**config.mk**
```make
export PLATFORM = sky130hd
export DESIGN_NAME = indexed_list_insert_delete
export DESIGN_NICKNAME = d
export VERILOG_FILES = /design/src/design/ilid_pkg.sv /design/src/design/ilid_ram.sv /design/src/design/indexed_list_insert_delete.sv
export SDC_FILE = /design/constraint.sdc
export NUM_CORES = 2
export LEC_CHECK = 0
export ABC_CLOCK_PERIOD_IN_PS = 6000
export BUFFER_PORTS_ARGS = -buffer_cell sky130_fd_sc_hd__buf_2
export CAP_MARGIN = 20
export CORE_MARGIN = 3
export CORE_UTILIZATION = 63
export DETAILED_ROUTE_END_ITERATION = 16
export PLACE_DENSITY = 0.8
export SLEW_MARGIN = 20
export SYNTH_ARGS = -nofsm -noshare
export SYNTH_HDL_FRONTEND = slang
export SYNTH_SLANG_ARGS = --single-unit
```
**constraint.sdc**
```tcl
create_clock -name clk -period 6 [get_ports clk]
set_clock_uncertainty 0.15 [all_clocks]
set_input_delay 0.9 -clock clk [delete_from_list [all_inputs] [get_ports clk]]
set_output_delay 0.9 -clock clk [all_outputs]
set_load 0.02 [all_outputs]
```
**src/design/ilid_pkg.sv**
```systemverilog
`default_nettype none

package ilid_pkg;

  // Default list capacity.
  localparam int DEPTH_DEF = 64;

  // Field widths of a transaction.
  localparam int MODE_W  = 3;
  localparam int POS_W   = 7;
  localparam int VALUE_W = 32;
  localparam int PLACE_W = 6;
  localparam int COUNT_W = 7;
  localparam int STAT_W  = 2;

  // Stream data widths, padded to whole bytes.
  localparam int IN_TDATA_W  = 48;
  localparam int OUT_TDATA_W = 48;

  // Bit offsets of the result fields within the output tdata.
  localparam int OUT_PLACE_LSB = VALUE_W;
  localparam int OUT_COUNT_LSB = OUT_PLACE_LSB + PLACE_W;
  localparam int OUT_STAT_LSB  = OUT_COUNT_LSB + COUNT_W;

  // Operation codes.
  typedef enum logic [MODE_W-1:0] {
    MODE_INS_END   = 3'd0,
    MODE_INS_POS   = 3'd1,
    MODE_DEL_FIRST = 3'd2,
    MODE_DEL_POS   = 3'd3,
    MODE_DEL_LAST  = 3'd4
  } mode_t;

  // Status codes.
  typedef logic [STAT_W-1:0] status_t;
  localparam status_t ST_OK    = 2'd0;
  localparam status_t ST_FULL  = 2'd1;
  localparam status_t ST_EMPTY = 2'd2;
  localparam status_t ST_RANGE = 2'd3;

  // Sequencer states.
  typedef enum logic [3:0] {
    S_IDLE,
    S_INS_RD,
    S_INS_WR,
    S_DEL_RD,
    S_DEL_WR,
    S_EMIT_RD,
    S_EMIT_LD,
    S_EMIT_OUT
  } state_t;

endpackage

`default_nettype wire

```
**src/design/ilid_ram.sv**
```systemverilog
`default_nettype none

module ilid_ram #(
  parameter int WIDTH = 32,
  parameter int DEPTH = 64
) (
  input  wire logic                     clk,
  input  wire logic                     we,
  input  wire logic [$clog2(DEPTH)-1:0] waddr,
  input  wire logic [WIDTH-1:0]         wdata,
  input  wire logic [$clog2(DEPTH)-1:0] raddr,
  output logic      [WIDTH-1:0]         rdata
);

  logic [WIDTH-1:0] mem [DEPTH];

  // One write port and one read port with registered read data.
  always_ff @(posedge clk) begin
    if (we) begin
      mem[waddr] <= wdata;
    end
    rdata <= mem[raddr];
  end

endmodule

`default_nettype wire

```
**src/design/indexed_list_insert_delete.sv**
```systemverilog
// Each change that succeeds first moves the affected elements one place
// through the store, one read and one write per moved element, then emits
// the list; a refused or ignored operation only emits it. Emission reads each
// element from the store, loads the output register and hands it over, held
// by any stall on the output side; an empty list gives one result. The block
// takes one operation at a time.
// Synchronous reset empties the list and returns the sequencer to idle.
`default_nettype none

module indexed_list_insert_delete
  import ilid_pkg::*;
#(
  parameter int DEPTH = DEPTH_DEF
) (
  input  wire logic                   clk,
  input  wire logic                   rst,
  input  wire logic                   s_tvalid,
  output logic                        s_tready,
  // mode[2:0], position[9:3], item_value[41:10], zero pad above
  input  wire logic [IN_TDATA_W-1:0]  s_tdata,
  output logic                        m_tvalid,
  input  wire logic                   m_tready,
  // element_value[31:0], element_place[37:32], list_count[44:38],
  // status[46:45], zero pad above
  output logic [OUT_TDATA_W-1:0]      m_tdata,
  output logic                        m_tlast
);

  localparam int AW = $clog2(DEPTH);
  localparam int CW = $clog2(DEPTH + 1);
  localparam int XW = (CW > POS_W) ? CW : POS_W;
  localparam int PW = (AW > PLACE_W) ? AW : PLACE_W;

  // Input fields.
  logic [MODE_W-1:0]  in_mode;
  logic [POS_W-1:0]   in_pos;
  logic [VALUE_W-1:0] in_value;

  assign in_mode  = s_tdata[MODE_W-1:0];
  assign in_pos   = s_tdata[MODE_W+POS_W-1:MODE_W];
  assign in_value = s_tdata[MODE_W+POS_W+VALUE_W-1:MODE_W+POS_W];

  // Sequencer and list registers.
  state_t             state, state_next;
  logic [CW-1:0]      count, count_next;
  logic [CW-1:0]      idx, idx_next;
  logic [CW-1:0]      at, at_next;
  logic [VALUE_W-1:0] val, val_next;
  status_t            stat, stat_next;
  logic [AW-1:0]      k, k_next;

  // Output register.
  logic [VALUE_W-1:0] o_val, o_val_next;
  logic [PLACE_W-1:0] o_place, o_place_next;
  logic [COUNT_W-1:0] o_cnt, o_cnt_next;
  status_t            o_stat, o_stat_next;
  logic               o_last, o_last_next;

  // Store port signals.
  logic               ram_we;
  logic [AW-1:0]      ram_waddr;
  logic [VALUE_W-1:0] ram_wdata;
  logic [AW-1:0]      ram_raddr;
  logic [VALUE_W-1:0] ram_rdata;

  // Widened views for compares and masked output fields.
  logic [XW-1:0] pos_x, cnt_x;
  logic [PW-1:0] k_px;
  logic [CW-1:0] idx_dec, idx_inc, k_inc;
  logic          full, empty;

  assign pos_x   = XW'(in_pos);
  assign cnt_x   = XW'(count);
  assign k_px    = PW'(k);
  assign idx_dec = idx - CW'(1);
  assign idx_inc = idx + CW'(1);
  assign k_inc   = CW'(k) + CW'(1);
  assign full    = (count == CW'(DEPTH));
  assign empty   = (count == '0);

  ilid_ram #(
    .WIDTH(VALUE_W),
    .DEPTH(DEPTH)
  ) u_ram (
    .clk  (clk),
    .we   (ram_we),
    .waddr(ram_waddr),
    .wdata(ram_wdata),
    .raddr(ram_raddr),
    .rdata(ram_rdata)
  );

  // State and control registers.
  always_ff @(posedge clk) begin
    if (rst) begin
      state <= S_IDLE;
      count <= '0;
    end else begin
      state <= state_next;
      count <= count_next;
    end
  end

  // Payload registers.
  always_ff @(posedge clk) begin
    idx     <= idx_next;
    at      <= at_next;
    val     <= val_next;
    stat    <= stat_next;
    k       <= k_next;
    o_val   <= o_val_next;
    o_place <= o_place_next;
    o_cnt   <= o_cnt_next;
    o_stat  <= o_stat_next;
    o_last  <= o_last_next;
  end

  // Sequencer: decode, shift the store one element at a time, then emit.
  always_comb begin
    state_next   = state;
    count_next   = count;
    idx_next     = idx;
    at_next      = at;
    val_next     = val;
    stat_next    = stat;
    k_next       = k;
    o_val_next   = o_val;
    o_place_next = o_place;
    o_cnt_next   = o_cnt;
    o_stat_next  = o_stat;
    o_last_next  = o_last;
    ram_we       = 1'b0;
    ram_waddr    = '0;
    ram_wdata    = '0;
    ram_raddr    = '0;

    case (state)
      S_IDLE: begin
        if (s_tvalid) begin
          val_next   = in_value;
          k_next     = '0;
          stat_next  = ST_OK;
          state_next = S_EMIT_RD;
          case (in_mode)
            MODE_INS_END: begin
              if (full) begin
                stat_next = ST_FULL;
              end else begin
                idx_next   = count;
                at_next    = count;
                state_next = S_INS_RD;
              end
            end
            MODE_INS_POS: begin
              if (full) begin
                stat_next = ST_FULL;
              end else if (pos_x > cnt_x) begin
                stat_next = ST_RANGE;
              end else begin
                idx_next   = count;
                at_next    = CW'(in_pos);
                state_next = S_INS_RD;
              end
            end
            MODE_DEL_FIRST: begin
              if (empty) begin
                stat_next = ST_EMPTY;
              end else begin
                idx_next   = '0;
                state_next = S_DEL_RD;
              end
            end
            MODE_DEL_POS: begin
              if (empty) begin
                stat_next = ST_EMPTY;
              end else if (pos_x >= cnt_x) begin
                stat_next = ST_RANGE;
              end else begin
                idx_next   = CW'(in_pos);
                state_next = S_DEL_RD;
              end
            end
            MODE_DEL_LAST: begin
              if (empty) begin
                stat_next = ST_EMPTY;
              end else begin
                idx_next   = count - CW'(1);
                state_next = S_DEL_RD;
              end
            end
            default: begin
              stat_next = ST_OK;
            end
          endcase
        end
      end

      // Insert: move elements up from the tail, then drop the value in.
      S_INS_RD: begin
        if (idx > at) begin
          ram_raddr  = idx_dec[AW-1:0];
          state_next = S_INS_WR;
        end else begin
          ram_we     = 1'b1;
          ram_waddr  = at[AW-1:0];
          ram_wdata  = val;
          count_next = count + CW'(1);
          state_next = S_EMIT_RD;
        end
      end
      S_INS_WR: begin
        ram_we     = 1'b1;
        ram_waddr  = idx[AW-1:0];
        ram_wdata  = ram_rdata;
        idx_next   = idx_dec;
        state_next = S_INS_RD;
      end

      // Delete: move elements down over the gap, then shorten the list.
      S_DEL_RD: begin
        if (idx_inc < count) begin
          ram_raddr  = idx_inc[AW-1:0];
          state_next = S_DEL_WR;
        end else begin
          count_next = count - CW'(1);
          state_next = S_EMIT_RD;
        end
      end
      S_DEL_WR: begin
        ram_we     = 1'b1;
        ram_waddr  = idx[AW-1:0];
        ram_wdata  = ram_rdata;
        idx_next   = idx_inc;
        state_next = S_DEL_RD;
      end

      // Emission: read one element, load the output register, hand it over.
      S_EMIT_RD: begin
        if (empty) begin
          o_val_next   = '0;
          o_place_next = '0;
          o_cnt_next   = '0;
          o_stat_next  = stat;
          o_last_next  = 1'b1;
          state_next   = S_EMIT_OUT;
        end else begin
          ram_raddr  = k;
          state_next = S_EMIT_LD;
        end
      end
      S_EMIT_LD: begin
        o_val_next   = ram_rdata;
        o_place_next = k_px[PLACE_W-1:0];
        o_cnt_next   = cnt_x[COUNT_W-1:0];
        o_stat_next  = stat;
        o_last_next  = (k_inc == count);
        state_next   = S_EMIT_OUT;
      end
      S_EMIT_OUT: begin
        if (m_tready) begin
          if (o_last) begin
            state_next = S_IDLE;
          end else begin
            k_next     = k_inc[AW-1:0];
            state_next = S_EMIT_RD;
          end
        end
      end
      default: begin
        state_next = S_IDLE;
      end
    endcase
  end

  // Stream ports.
  assign s_tready = (state == S_IDLE);
  assign m_tvalid = (state == S_EMIT_OUT);
  assign m_tlast  = o_last;
  assign m_tdata  = {{(OUT_TDATA_W - VALUE_W - PLACE_W - COUNT_W - STAT_W){1'b0}},
                     o_stat, o_cnt, o_place, o_val};

endmodule

`default_nettype wire

```
After elaboration in Yosys (flattened, before gate mapping) --
Memory sizes are Yosys's and may differ from the RTL's. A register that Yosys moved wholly into a read port is not among the register bits. Index checks and enable logic that the tools add are counted.
Operators by class: multiplexer cells 63, equal/unequal tests 30, reductions and logical operators 17, add/sub/neg operators 5, magnitude comparators 4
Operators by type and width (number):
- $pmux W32 S2 | 2
- $mux W7 | 13
- $mux W32 | 2
- $mux W6 | 8
- $pmux W7 S2 | 3
- $pmux W6 S2 | 3
- $pmux W7 S5 | 1
- $pmux W4 S8 | 1
- $mux W3 | 8
- $ne A3 B3 Y1 const B | 7
- $pmux W7 S3 | 1
- $pmux W6 S3 | 1
- $eq A4 B3 Y1 const B | 4
- $ne A2 B2 Y1 const B | 8
- $add A7 B1 Y7 const B | 2
- $gt A7 B7 Y1 | 2
- $sub A7 B1 Y7 const B | 2
- $mux W2 | 6
- $pmux W3 S4 | 1
- $reduce_and A10 Y1 | 1
- $eq A4 B2 Y1 const B | 2
- $mux W4 | 2
- $pmux W2 S4 | 1
- $reduce_bool A2 Y1 | 4
- other kinds (23) | 34
Word-level totals: bits in writable memories 2048, register bits 113, memories kept 1, output and inout bits 51, input bits 52, word-level logic and storage cells 132
Memories:
- u_ram.mem | words 64, bits a word 32, read ports 1, clocked after memory_dff 1, write ports 1, line ilid_ram.sv:15 | logic [WIDTH-1:0] mem [DEPTH];

Longest topological paths before layout --
depth after elaboration 6, mapped depth 19, depth with buffers taken out 14

Hierarchy --
From an unflattened synthesis, not the netlist that was laid out.
Unflattened totals: cell total of the unflattened synthesis 3909, area, all modules 84478.5 sq um
By module, submodules not included:
- ilid_ram | area each 78446.5 sq um, instances 1, seq. area each 62139.6 sq um, cells each 3363
- indexed_list_insert_delete | area each 6032.0 sq um, instances 1, seq. area each 3263.1 sq um, cells each 546

Worst setup path after synthesis --
No wires, ideal clock.
path kind reg2reg, from register idx[4], to memory u_ram.mem[0][0] (enable), buffers on the path 1, setup slack 1.520 ns, arrival 3.909 ns, data required time 5.429 ns, cell stages (with the launch flop) 12, setup time 0.421 ns, period minus slack after synthesis 4.480 ns, cell sequence edfxtp_1 -> ha_1 -> and4_1 -> a21boi_1 -> nor2_1 -> a21oi_1 -> nor2_1 -> clkbuf_1 -> a22oi_1 -> nand3_1 -> o21bai_1 -> nor2_1
On the way: cells in the longest elaborated chain, start to end 5, elaborated cells between the ends (all ways) 7, classes of those cells 1 x order compare; 6 x mux
RTL lines:
- start, declared | line indexed_list_insert_delete.sv:46 | logic [CW-1:0] idx, idx_next;
- start signal, assigned | line indexed_list_insert_delete.sv:106 | idx <= idx_next;
- $gt A7 B7 Y1 | line indexed_list_insert_delete.sv:200 | if (idx > at) begin
- $mux W1 | line indexed_list_insert_delete.sv:200
- $pmux W1 S2 | line indexed_list_insert_delete.sv:137 | case (state)
- $mux W1 | line ilid_ram.sv:19 | if (we) begin
- $mux W1 (implied by the code) | line ilid_ram.sv:20 | mem[waddr] <= wdata;
- end, declared | line ilid_ram.sv:15
Parallel ways exist; a longest one is shown, timed or not.

Final worst setup path --
from register idx[0], to register u_ram.rdata[30], read port of u_ram.mem
On the way: cells in the longest elaborated chain, start to end 4, elaborated cells between the ends (all ways) 7, classes of those cells 2 x add/sub; 2 x order compare; 3 x mux
RTL lines:
- $add A7 B1 Y7 | line indexed_list_insert_delete.sv:76 | assign idx_inc = idx + CW'(1);
- $lt A7 B7 Y1 | line indexed_list_insert_delete.sv:221 | if (idx_inc < count) begin
- $mux W6 | line indexed_list_insert_delete.sv:221
- $pmux W6 S3 (*) | line indexed_list_insert_delete.sv:137
- end, declared | line ilid_ram.sv:12 | output logic [WIDTH-1:0] rdata
Every way passes the cells marked *; elsewhere a longest branch is shown, timed or not. A chain may end at the register's enable or synchronous reset.

==> results.cfg <==
[timing]
max_freq_ghz = 0.180
setup_tns_ps = 0
worst_slew_pin_slew_ps = 1210
grt_setup_unrepaired = no
finalWorstSetupSlack_ps = 445
finalMaxSlewViolations = 0
worst_slew_margin_rel_pct = 18.3
timing_hold_violations_final = 0
min_period_ps = 5550
setup_viol_count_final = 0
min_period_over_period_pct = 92.6

[synthesis]
syn_nets = 5070
yosysWarnings = 0
postSynth.asyncResetShare_pct = 0
synth_edf_count = 2150
most_instantiated_cells_after_synthesis = 2,150 x edfxtp_1, 896 x mux2i_1, 486 x o22ai_1, 268 x nand2_1, 204 x nor2_1
synth_sequential_area_ratio_pct = 76.6
synth_area_leader_cell = edfxtp_1
syn-cell-area_um2 = 85400
synth_most_common_cell = edfxtp_1
synth_cell_types = 65
ys_dominant_reg_cell = edfxtp_1
post_synth_main_area_contributors = edfxtp_1 76%, mux2i_1 11%, o22ai_1 3.6%
syn_avg_cell_area_um2 = 17.1
yosysTopAreaCellShare_pct = 75.6
ys_ff_latch = 2192
synthCells = 4992

[setup_path]
end_kind = flip-flop
r2r-start = idx[0]
timing.reg2reg.worst_path_depth = 13
worstPathArrival_ps = 6030
cp_max_fo = 26
regToRegSetupSlack_ps = 450
timing_worst_setup_path_type = flip-flop to flip-flop
startpoint_type = flip-flop
critical_path.reg2reg.endpoint = u_ram.rdata[30]
critical_path_required_ps = 6480

[die]
floorplan.die.width_um = 374
pin_count = 103
chipHeight_um = 374
core_um2 = 134000
number_of_rows_in_the_core_area = 134
initial_utilization_pct = 63.7
die-area_um2 = 140000

[layout]
layout_cells_sized_above_1_pct = 13.7
syn_to_final_growth_pct = 11.9
finish.net_count = 5296

[global_routing]
grt_first_pass_wirelength_um = 318000
grt_start_max_net_pins = 95
first_global_vias = 47187
grt_util_all_layers_pct = 31.5
initial_antenna_violation_count = 12
globalRouteOverflowTotal = 0

[routing]
finalWirelength_um = 222000
drtIter0Drc = 7465
detail-route-antenna-nets = 0
detailroute.via_count = 48566
wirelength_per_cell_um = 31.1
first_pass_iters = 6
drc_errors = 0
vias_per_cell = 6.79

[clock_tree]
h-tree-depth = 4
cts_max_path_buffers = 3
clk_pin_slew_worst_paths_ps = 70
clock_sink_count = 2192
hold_fix_buffers_cts = 0
clk_root_buffer_cell = clkbuf_16
clk-insertion-delay-late_ps = 840
cts_post_setup_buffers_inserted = 0
cts_tree = yes
cts.repair.resized = 0
cts_buffers = 197

[placed_design]
routabilityCongestion = 0.884
setup_slack_placement_ps = 702
dpl.hpwl_um = 127000
io_buffer_count = 95

[job]
drv_cap = 0

[worst_hold_path]
worstHoldStart = s_tdata[17]
hold_path_end = val[7]
hold_path_depth = 1
hold_path_class = input pin to flip-flop

[pwr]
pwr_density_cell_nw_per_um2 = 489
total_leakage_power_nw = 37.1
max-vdd-ir-drop_uv = 372

[status]
status = complete, no violations
-- state kept, by name (all words and copies together), names as in the netlist --
register     count
cnt_x            7
o_stat           2
o_cnt            7
m_tlast          1
u_ram.mem     2048
k                6
o_val           32
stat             2
o_place          6
u_ram.rdata     32
val             32
at               7
idx              7
state            3
-- final cells by class --
type / count / area (µm²)
Sequential cell: 2192 / 65400
Timing Repair Buffer: 321 / 2490
Clock buffer: 276 / 5420
Fill cell: 7695 / 38400
Antenna cell: 5 / 12.5
Multi-Input combinational cell: 2474 / 19100
Clock inverter: 84 / 779
Inverter: 32 / 120
Tap cell: 1768 / 2210
-- worst max path at each step --
stage,end,slack (ps),startpoint
after floorplan,u_ram.mem[0][0],1520,idx[4]
after global placement,u_ram.rdata[30],620,idx[0]
after detailed placement,u_ram.rdata[30],700,idx[0]
after CTS,u_ram.rdata[30],650,idx[0]
after global routing,u_ram.rdata[23],370,idx[0]
final,u_ram.rdata[30],450,idx[0]
-- worst max-delay path, cell delays in order (launching register included) --
cell	delay, ps
edfxtp_1	540
ha_1	310
xnor2_1	310
inv_1	120
ha_1	310
a21o_1	180
a31oi_1	210
o21ai_1	200
o211ai_1	620
or4b_4	640
buf_12	300
o22ai_1	100
o41ai_1	1080
nand4_1	210
-- report_power, final --
group / switching, mW / leakage, nW / internal [mW]
Clock: 5.32 / 3.03 / 6.82
Sequential: 0.777 / 20.1 / 21.2
Combinational: 9.53 / 13.9 / 3.08
-- kinds of logic (layout without fill, tap and decap cells) --
kind of cell / Yosys count / count (layout) / share of synthesized area [%]
other: 1 / 6 / 0.00439
flip-flops: 2192 / 2192 / 76.6
buffers and inverters: 326 / 713 / 1.81
AO/OA/AOI/OAI: 829 / 829 / 6.78
XOR/XNOR: 30 / 30 / 0.308
adder cells (fa/ha/maj): 26 / 26 / 0.381
AND/OR/NAND/NOR: 692 / 692 / 3.59
multiplexers: 896 / 896 / 10.5
-- layer usage --
metal	track usage [%]	wire, µm	vias to the layer above
met3	8.78	30400	512
met5	0	13	-
met4	14.8	11200	2
met2	48.1	102000	3368
li1	-	-	20392
met1	42.4	79000	24292
-- per-stage QoR --
step           total power, mW  instance area [µm²]  utilization [%]  instances  hold slack [ps]
6_report                  46.7                95600             71.3       7152             86.5
5_1_grt                   47.9                95600             71.3       7150             63.9
4_1_cts                   46.4                95500             71.3       7146             47.3
3_5_place_dp              34.4                89300             66.7       6786              255
3_3_place_gp              34.0                89300             66.6       6785              254
2_1_floorplan             28.7                85400                -       4992              250
-- placed cells by master, fill, tap and decap left out, types with 31 or more instances in the layout --
| cell | instances |
|---|---|
| a21oi_1 | 65 |
| and3_1 | 45 |
| buf_2 | 96 |
| buf_4 | 199 |
| clkbuf_1 | 65 |
| clkbuf_16 | 202 |
| dfxtp_1 | 41 |
| edfxtp_1 | 2150 |
| mux2i_1 | 896 |
| nand2_1 | 268 |
| nand3_1 | 87 |
| nand4_1 | 37 |
| nor2_1 | 135 |
| nor2_4 | 69 |
| o21ai_0 | 46 |
| o22ai_1 | 486 |
| o31a_1 | 31 |
| o41ai_1 | 67 |
Power figures use the tool's default switching activity.
